File: src/rtl/lru_key_value_cache_assert.svh
// ----------------------------------------------------------------------------
// LRU key/value cache assertion macros
// Clocked on clk, disabled while arst_n is low.
// ----------------------------------------------------------------------------
`ifndef LRU_KEY_VALUE_CACHE_ASSERT_SVH
`define LRU_KEY_VALUE_CACHE_ASSERT_SVH

// property must hold at every clock edge out of reset
`define LRUKV_ASSERT(lbl, prop, msg) \
	lbl: assert property (@(posedge clk) disable iff (!arst_n) prop) else $error(msg);

// expression must never be true at a clock edge out of reset
`define LRUKV_ASSERT_NEVER(lbl, expr, msg) \
	lbl: assert property (@(posedge clk) disable iff (!arst_n) !(expr)) else $error(msg);

`endif

File: src/rtl/lrukv_pkg.sv
// ----------------------------------------------------------------------------
// lrukv_pkg
// Shared constants for the LRU key/value cache.
// ----------------------------------------------------------------------------
`default_nettype none

package lrukv_pkg;

	localparam int DEF_MAX_ENTRIES = 16;
	localparam int CAP_W           = 5;
	localparam int KEY_W           = 32;
	localparam int VAL_W           = 32;
	localparam int KV_W            = KEY_W + VAL_W;

	localparam logic [CAP_W-1:0] CAP_RESET  = CAP_W'(16);
	localparam logic [VAL_W-1:0] MISS_VALUE = {VAL_W{1'b1}};

	localparam logic KIND_LOOKUP = 1'b0;
	localparam logic KIND_STORE  = 1'b1;

endpackage

`default_nettype wire

File: src/rtl/lrukv_ram.sv
// ----------------------------------------------------------------------------
// lrukv_ram
// Simple dual-port synchronous RAM, one write and one read port,
// registered read data.
// ----------------------------------------------------------------------------
`default_nettype none

module lrukv_ram #(
	parameter int WIDTH = 8,
	parameter int DEPTH = 16,
	parameter int AW    = 4
) (
	input  wire logic             clk,
	input  wire logic             we,
	input  wire logic [AW-1:0]    waddr,
	input  wire logic [WIDTH-1:0] wdata,
	input  wire logic [AW-1:0]    raddr,
	output logic      [WIDTH-1:0] rdata
);

	logic [WIDTH-1:0] mem [DEPTH];

	always_ff @(posedge clk) begin
		if (we) begin
			mem[waddr] <= wdata;
		end
		rdata <= mem[raddr];
	end

endmodule

`default_nettype wire

File: src/rtl/lru_key_value_cache.sv
// ----------------------------------------------------------------------------
// lru_key_value_cache
// Fully associative key/value store with least-recently-used replacement.
// Keys and values live in one RAM, valid bit and recency rank in another.
// ----------------------------------------------------------------------------
// Operation: a lookup miss raises done after the search scan; any other item
//   runs the search scan, then a read-modify-write scan of the rank RAM, one
//   entry per cycle on its port, before done rises.
// Throughput: one item at a time; the next start is taken only once the block
//   is idle again; the receiver cannot stall.
// Reset: clears entry count, sets capacity to 16, then sweeps the rank RAM
//   with busy high; config writes are taken only when idle.
`default_nettype none

module lru_key_value_cache
	import lrukv_pkg::*;
#(
	parameter int MAX_ENTRIES = DEF_MAX_ENTRIES
) (
	input  wire logic                    clk,
	input  wire logic                    arst_n,
	input  wire logic                    start,
	output logic                         busy,
	input  wire logic                    kind,
	input  wire logic signed [KEY_W-1:0] lookup_key,
	input  wire logic signed [VAL_W-1:0] store_value,
	output logic                         done,
	output logic                         hit,
	output logic signed      [VAL_W-1:0] read_value,
	output logic                         evicted,
	input  wire logic                    cfg_valid,
	output logic                         cfg_ready,
	input  wire logic        [CAP_W-1:0] cfg_data
);

	localparam int IDX_W  = (MAX_ENTRIES > 1) ? $clog2(MAX_ENTRIES) : 1;
	localparam int RANK_W = IDX_W;
	localparam int CNT_W  = $clog2(MAX_ENTRIES + 1);
	localparam int CMP_W  = (CNT_W > CAP_W) ? CNT_W : CAP_W;
	localparam int META_W = RANK_W + 1;

	localparam logic [IDX_W-1:0] LAST_IDX = IDX_W'(MAX_ENTRIES - 1);

	localparam logic [2:0] ST_CLEAR  = 3'd0;
	localparam logic [2:0] ST_IDLE   = 3'd1;
	localparam logic [2:0] ST_SEARCH = 3'd2;
	localparam logic [2:0] ST_DECIDE = 3'd3;
	localparam logic [2:0] ST_UPDATE = 3'd4;

	logic [2:0]        state_q;
	logic [CAP_W-1:0]  cap_q;
	logic [CNT_W-1:0]  count_q;
	logic [IDX_W-1:0]  ptr_q;
	logic              iss_q;
	logic              vld_s1;
	logic [IDX_W-1:0]  idx_s1;

	logic              kind_q;
	logic [KEY_W-1:0]  key_q;
	logic [VAL_W-1:0]  store_q;
	logic              found_q;
	logic [IDX_W-1:0]  tgt_q;
	logic [RANK_W-1:0] orank_q;
	logic [VAL_W-1:0]  val_q;
	logic              free_fnd_q;
	logic [IDX_W-1:0]  free_q;

	logic              done_q;
	logic              hit_q;
	logic [VAL_W-1:0]  rv_q;
	logic              ev_q;

	logic [KV_W-1:0]   kv_rd;
	logic [META_W-1:0] meta_rd;
	logic              kv_we;
	logic [KV_W-1:0]   kv_wd;
	logic              meta_we;
	logic [IDX_W-1:0]  meta_wa;
	logic [META_W-1:0] meta_wd;

	logic              rd_v;
	logic [RANK_W-1:0] rd_rank;
	logic [KEY_W-1:0]  rd_key;
	logic [VAL_W-1:0]  rd_val;
	logic [CNT_W-1:0]  rd_rank_ext;

	logic [CMP_W-1:0]  cap_ext;
	logic [CNT_W-1:0]  cap_eff;
	logic [CNT_W-1:0]  cap_m1;
	logic              evict_need;
	logic              old_entry;
	logic              last_s1;

	assign cfg_ready = !busy && !start;
	assign busy      = (state_q != ST_IDLE);
	assign done      = done_q;
	assign hit       = hit_q;
	assign read_value = rv_q;
	assign evicted   = ev_q;

	assign cap_ext    = CMP_W'(cap_q);
	assign cap_eff    = (cap_q == '0) ? CNT_W'(1) :
	                    (cap_ext > CMP_W'(MAX_ENTRIES)) ? CNT_W'(MAX_ENTRIES) :
	                    CNT_W'(cap_ext);
	assign cap_m1     = cap_eff - CNT_W'(1);
	assign evict_need = (count_q >= cap_eff);

	assign rd_v        = meta_rd[META_W-1];
	assign rd_rank     = meta_rd[RANK_W-1:0];
	assign rd_key      = kv_rd[KV_W-1:VAL_W];
	assign rd_val      = kv_rd[VAL_W-1:0];
	assign rd_rank_ext = CNT_W'(rd_rank);
	assign old_entry   = rd_v && evict_need && (rd_rank_ext >= cap_m1);
	assign last_s1     = vld_s1 && (idx_s1 == LAST_IDX);

	lrukv_ram #(
		.WIDTH (KV_W),
		.DEPTH (MAX_ENTRIES),
		.AW    (IDX_W)
	) u_kv_ram (
		.clk   (clk),
		.we    (kv_we),
		.waddr (idx_s1),
		.wdata (kv_wd),
		.raddr (ptr_q),
		.rdata (kv_rd)
	);

	lrukv_ram #(
		.WIDTH (META_W),
		.DEPTH (MAX_ENTRIES),
		.AW    (IDX_W)
	) u_meta_ram (
		.clk   (clk),
		.we    (meta_we),
		.waddr (meta_wa),
		.wdata (meta_wd),
		.raddr (ptr_q),
		.rdata (meta_rd)
	);

	always_comb begin
		kv_we   = 1'b0;
		kv_wd   = {key_q, store_q};
		meta_we = 1'b0;
		meta_wa = idx_s1;
		meta_wd = meta_rd;
		case (state_q)
			ST_CLEAR: begin
				meta_we = 1'b1;
				meta_wa = ptr_q;
				meta_wd = '0;
			end
			ST_UPDATE: begin
				meta_we = vld_s1;
				kv_we   = vld_s1 && (kind_q == KIND_STORE) && (idx_s1 == tgt_q);
				if (idx_s1 == tgt_q) begin
					meta_wd = {1'b1, RANK_W'(0)};
				end else if (!found_q) begin
					if (old_entry) begin
						meta_wd = {1'b0, rd_rank};
					end else if (rd_v) begin
						meta_wd = {1'b1, rd_rank + RANK_W'(1)};
					end
				end else if (rd_v && (rd_rank < orank_q)) begin
					meta_wd = {1'b1, rd_rank + RANK_W'(1)};
				end
			end
			default: begin
			end
		endcase
	end

	always_ff @(posedge clk or negedge arst_n) begin
		if (!arst_n) begin
			state_q <= ST_CLEAR;
			cap_q   <= CAP_RESET;
			count_q <= '0;
			ptr_q   <= '0;
			iss_q   <= 1'b0;
			vld_s1  <= 1'b0;
			done_q  <= 1'b0;
		end else begin
			done_q <= 1'b0;
			if (cfg_valid && cfg_ready) begin
				cap_q <= cfg_data;
			end
			vld_s1 <= 1'b0;
			if (iss_q) begin
				vld_s1 <= 1'b1;
				if (ptr_q == LAST_IDX) begin
					iss_q <= 1'b0;
				end else begin
					ptr_q <= ptr_q + IDX_W'(1);
				end
			end
			case (state_q)
				ST_CLEAR: begin
					if (ptr_q == LAST_IDX) begin
						ptr_q   <= '0;
						state_q <= ST_IDLE;
					end else begin
						ptr_q <= ptr_q + IDX_W'(1);
					end
				end
				ST_IDLE: begin
					if (start) begin
						ptr_q   <= '0;
						iss_q   <= 1'b1;
						state_q <= ST_SEARCH;
					end
				end
				ST_SEARCH: begin
					if (last_s1) begin
						state_q <= ST_DECIDE;
					end
				end
				ST_DECIDE: begin
					if (kind_q == KIND_LOOKUP && !found_q) begin
						done_q  <= 1'b1;
						state_q <= ST_IDLE;
					end else begin
						ptr_q   <= '0;
						iss_q   <= 1'b1;
						state_q <= ST_UPDATE;
					end
				end
				ST_UPDATE: begin
					if (last_s1) begin
						if (!found_q) begin
							count_q <= (evict_need ? cap_m1 : count_q) + CNT_W'(1);
						end
						done_q  <= 1'b1;
						state_q <= ST_IDLE;
					end
				end
				default: begin
					state_q <= ST_IDLE;
				end
			endcase
		end
	end

	always_ff @(posedge clk) begin
		idx_s1 <= ptr_q;
		if (state_q == ST_IDLE && start) begin
			kind_q     <= kind;
			key_q      <= lookup_key;
			store_q    <= store_value;
			found_q    <= 1'b0;
			free_fnd_q <= 1'b0;
		end
		if (state_q == ST_SEARCH && vld_s1) begin
			if (rd_v && (rd_key == key_q) && !found_q) begin
				found_q <= 1'b1;
				tgt_q   <= idx_s1;
				orank_q <= rd_rank;
				val_q   <= rd_val;
			end
			if ((!rd_v || old_entry) && !free_fnd_q) begin
				free_fnd_q <= 1'b1;
				free_q     <= idx_s1;
			end
		end
		if (state_q == ST_DECIDE) begin
			if (!found_q) begin
				tgt_q <= free_q;
			end
			if (kind_q == KIND_LOOKUP && !found_q) begin
				hit_q <= 1'b0;
				rv_q  <= MISS_VALUE;
				ev_q  <= 1'b0;
			end
		end
		if (state_q == ST_UPDATE && last_s1) begin
			hit_q <= found_q;
			rv_q  <= (kind_q == KIND_LOOKUP) ? val_q : MISS_VALUE;
			ev_q  <= (kind_q == KIND_STORE) && !found_q && evict_need;
		end
	end

	`include "lru_key_value_cache_assert.svh"

	`LRUKV_ASSERT(a_accept_busy, (start && !busy) |=> busy, "accepted beat did not raise busy")
	`LRUKV_ASSERT(a_done_single, done |=> !done, "done held for more than one cycle")
	`LRUKV_ASSERT_NEVER(a_hit_evict, done && hit && evicted, "hit and evicted both set")
	`LRUKV_ASSERT_NEVER(a_count_max, count_q > CNT_W'(MAX_ENTRIES), "entry count above depth")
	`LRUKV_ASSERT_NEVER(a_miss_value, done && !hit && (read_value != MISS_VALUE),
		"miss returned a value")

endmodule

`default_nettype wire
File: config.mk
export PLATFORM = sky130hd
export DESIGN_NAME = lru_key_value_cache
export DESIGN_NICKNAME = d
export VERILOG_FILES = /design/src/rtl/lrukv_pkg.sv /design/src/rtl/lrukv_ram.sv /design/src/rtl/lru_key_value_cache.sv
export VERILOG_INCLUDE_DIRS = /design/src /design/src/rtl
export SDC_FILE = /design/constraint.sdc
export NUM_CORES = 1
export LEC_CHECK = 0
export BUFFER_PORTS_ARGS = -buffer_cell sky130_fd_sc_hd__buf_2
export CAP_MARGIN = 20
export CELL_PAD_IN_SITES_DETAIL_PLACEMENT = 1
export CELL_PAD_IN_SITES_GLOBAL_PLACEMENT = 1
export CORE_MARGIN = 8
export CORE_UTILIZATION = 45
export DETAILED_ROUTE_END_ITERATION = 10
export PLACE_DENSITY = 0.77
export REMOVE_ABC_BUFFERS = 1
export SYNTH_ARGS = -nofsm -noshare
export SYNTH_HDL_FRONTEND = slang
export SYNTH_HIERARCHICAL = 1
export SYNTH_SLANG_ARGS = --single-unit
File: constraint.sdc
create_clock -name clk -period 10.6 [get_ports clk]
set_input_delay 1.59 -clock clk [delete_from_list [all_inputs] [get_ports clk]]
set_output_delay 1.59 -clock clk [all_outputs]
set_load 0.005 [all_outputs]
==> impl_metrics.toml <==
[outcome]
status = "completed"

[cells_and_area]
final_util_pct = 51.4
antenna_cells = 0
drive_above_1_share_pct = 26.2
multi_input_area_mm2 = 0.00970
nNetsFinal = 2533
n_fill_cell = 9572
area_delta_synth_final_pct = 13.0
regArea_mm2 = 0.0394

[pwr]
ir_worst_vdd_v = 0.000250
powerDensity_mw_per_mm2 = 247
power_leakage_nw = 17.8
power_mw = 13.8

[yosys]
synth_top_area_cell = "edfxtp_1"
netlist_top_cells_area = "edfxtp_1 75%, mux4_2 13%, dfxtp_1 3.2%"
synth_cell_type_count = 56
synth_top_flop_cell = "edfxtp_1"
synth_edf_count = 1243
yosysMostFrequentCell = "edfxtp_1"
yosys.area.top_type_share_pct = 75.3
postSynthCellCount = 2258
avgSynthCellArea_um2 = 22.0
synth_common_cells = "1243 x edfxtp_1, 276 x mux4_2, 134 x a22oi_1, 96 x nand2_1, 79 x dfxtp_1"
yosys_warnings = 6
ys_seq_elements = 1342
seq_area_frac_synth_pct = 79.5
synth_area_mm2 = 0.0496
async_flop_share_pct = 1.49

[worst_setup_path]
startpoint = "idx_s1[0]$_DFF_P_"
path_class = "flop to flop"
arrival_ns = 4.66
cpMaxStageDelayCell = "or3b_2"
timing.critical_path.buf_inv = 2
critPathRequiredTime_ns = 10.95
worstReg2RegStart = "idx_s1[0]$_DFF_P_"
critPathTopFamily = "simple AND/OR/NAND/NOR gates"
critPathLaunchType = "flop"
crit_path_max_fanout = 29
crit_top_cell = "buf_4"
slowest_delay_ns = 0.63
end_kind = "flop"
crit_chain = "xnor2_1 -> nand4_1 -> nor3_1 -> or3b_2 -> nor2_4 -> buf_4 -> buf_4"

[grt]
gr-total-overflow = 0
grt_pass1_wl_um = 174000
grt_pass1_vias = 25700
antenna_found_initial = 1
grtUsageTotal_pct = 19.4
grt_max_degree = 175

[timing]
fmax_mhz = 232
slew_headroom_pct = 18.8
final-setup-viol-count = 0
period_share_pct = 40.7
timing.hold.ws_ns = 0.404
grt_setup_unrepaired = "false"
finalHoldViolations = 0
clock_skew_ns = 0.0301
drv_slew = 0
setup_ws_ns = 6.28
worst_slew_pin_slew_ns = 1.22
period_needed_ns = 4.32

[routing]
met1_length_um = 46900
dr.pass1.iters = 7
vias = 23600
wl_met3_um = 7950
drc = 0
wl_um = 119000
top_layer = "met4"
routedWlPerCell_um = 29.9
drt_iter0_drc = 2564
avgViaCountPerCell = 5.95
final_antenna_net_count = 0
met2WireLength_um = 60400

[die]
fp.dieW_um = 348
dieArea_mm2 = 0.121
ios = 111
start_util_pct = 45.5
core_area_mm2 = 0.109
die_y_um = 348
row_count = 121

[worst_hold_path]
worstHoldStart = "u_kv_ram/rdata[22]$_DFF_P_"
hold_class = "flop to flop"

[clocking]
clk_pin_slew_ns = 0.06
htree_levels = 4
clock_latency_ns = 0.73
cts_buffer_depth = 3
ctsHoldBuffers = 0
cts.repair.resized = 0
root_buffer = "clkbuf_16"
cts_sinks = 1342
cts_made_buffers = 132
cts_tree = "built"
postCtsSetupBuffers = 0

[flow_run]
maxCapViolations = 0

[placed_design]
pre_cts_slack_ns = 6.40
dp_hpwl_um = 61700
io_buffers = 110
gp_congestion = 0.750
metrics by stage:
stage	TNS [ns]	instances	cell area, um^2
2_1_floorplan	-189.95	2156	49000
3_3_place_gp	0	3724	51900
3_5_place_dp	0	3724	51900
4_1_cts	0	3962	56000
5_1_grt	0	3962	56000
6_report	0	3962	56000
cells by family (layout without fill, tap and decap cells):
group / Yosys count / in the layout / synth area share [%]
compound gates: 197 / 197 / 2.86
fa+ha+maj: 16 / 16 / 0.399
buf+inv: 117 / 407 / 1.25
mux: 291 / 291 / 12.9
xor+xnor: 36 / 36 / 0.636
simple gates: 259 / 259 / 2.50
flops: 1342 / 1342 / 79.5
worst paths after layout:
kind	to	slack (ns)	cells past startpoint
setup / recovery	u_kv_ram/mem[3][61]$_DFFE_PP_	6.28	7
hold / removal	val_q[22]$_DFFE_PP_	0.40	0
setup reg to reg	u_kv_ram/mem[3][61]$_DFFE_PP_	6.28	7
hold reg to reg	val_q[22]$_DFFE_PP_	0.40	0
max in group asynchronous	ptr_q[0]$_DFF_PN0_	9.33	1
min in group asynchronous	ptr_q[2]$_DFF_PN0_	0.85	1
where the power goes:
part | switching, mW | total, mW | internal [mW]
clock network | 1.95 | 4.55 | 2.59
logic | 1.54 | 2.88 | 1.35
registers | 0.321 | 6.41 | 6.09
total | 3.81 | 13.8 | 10.0
flip-flops by register name (all words and copies together), names as in the netlist, 3 cells and up:
name and flops:
state_q 3, orank_q 4, idx_s1 4, val_q 32, u_meta_ram/rdata 5, cap_ext 5
store_q 32, u_meta_ram/mem 80, ptr_q 4, read_value 32, u_kv_ram/rdata 64, count_q 5
u_kv_ram/mem 1024, key_q 32, tgt_q 4, free_q 4
cell type report:
cell class              instances  area share, %
flip-flops and latches       1342           70.3
multi-input cells             799           17.3
clock buffers                 180           6.49
well taps                    1414           3.16
repair buffers                154           1.62
clock inverters                58          0.980
inverters                      15          0.105
layer usage:
metal  up-vias  global-route usage (%)
met5         -                       0
met3       211                    3.50
met4         0                    6.29
met1     12600                    25.1
met2      1012                    33.3
li1       9772                       -
layout by cell type, fill, tap and decap left out, types with 17 or more instances in the layout:
cell	count
nor2_1	37
edfxtp_1	1243
clkbuf_1	37
mux4_2	276
buf_2	110
dfxtp_1	79
a21oi_1	17
a22oi_1	134
xnor2_1	32
clkinv_2	26
clkbuf_16	136
buf_4	42
nand2_1	96
dfrtp_1	17
nand3_1	20
or3_1	34
Note: power is estimated with default switching activity, not from simulation.
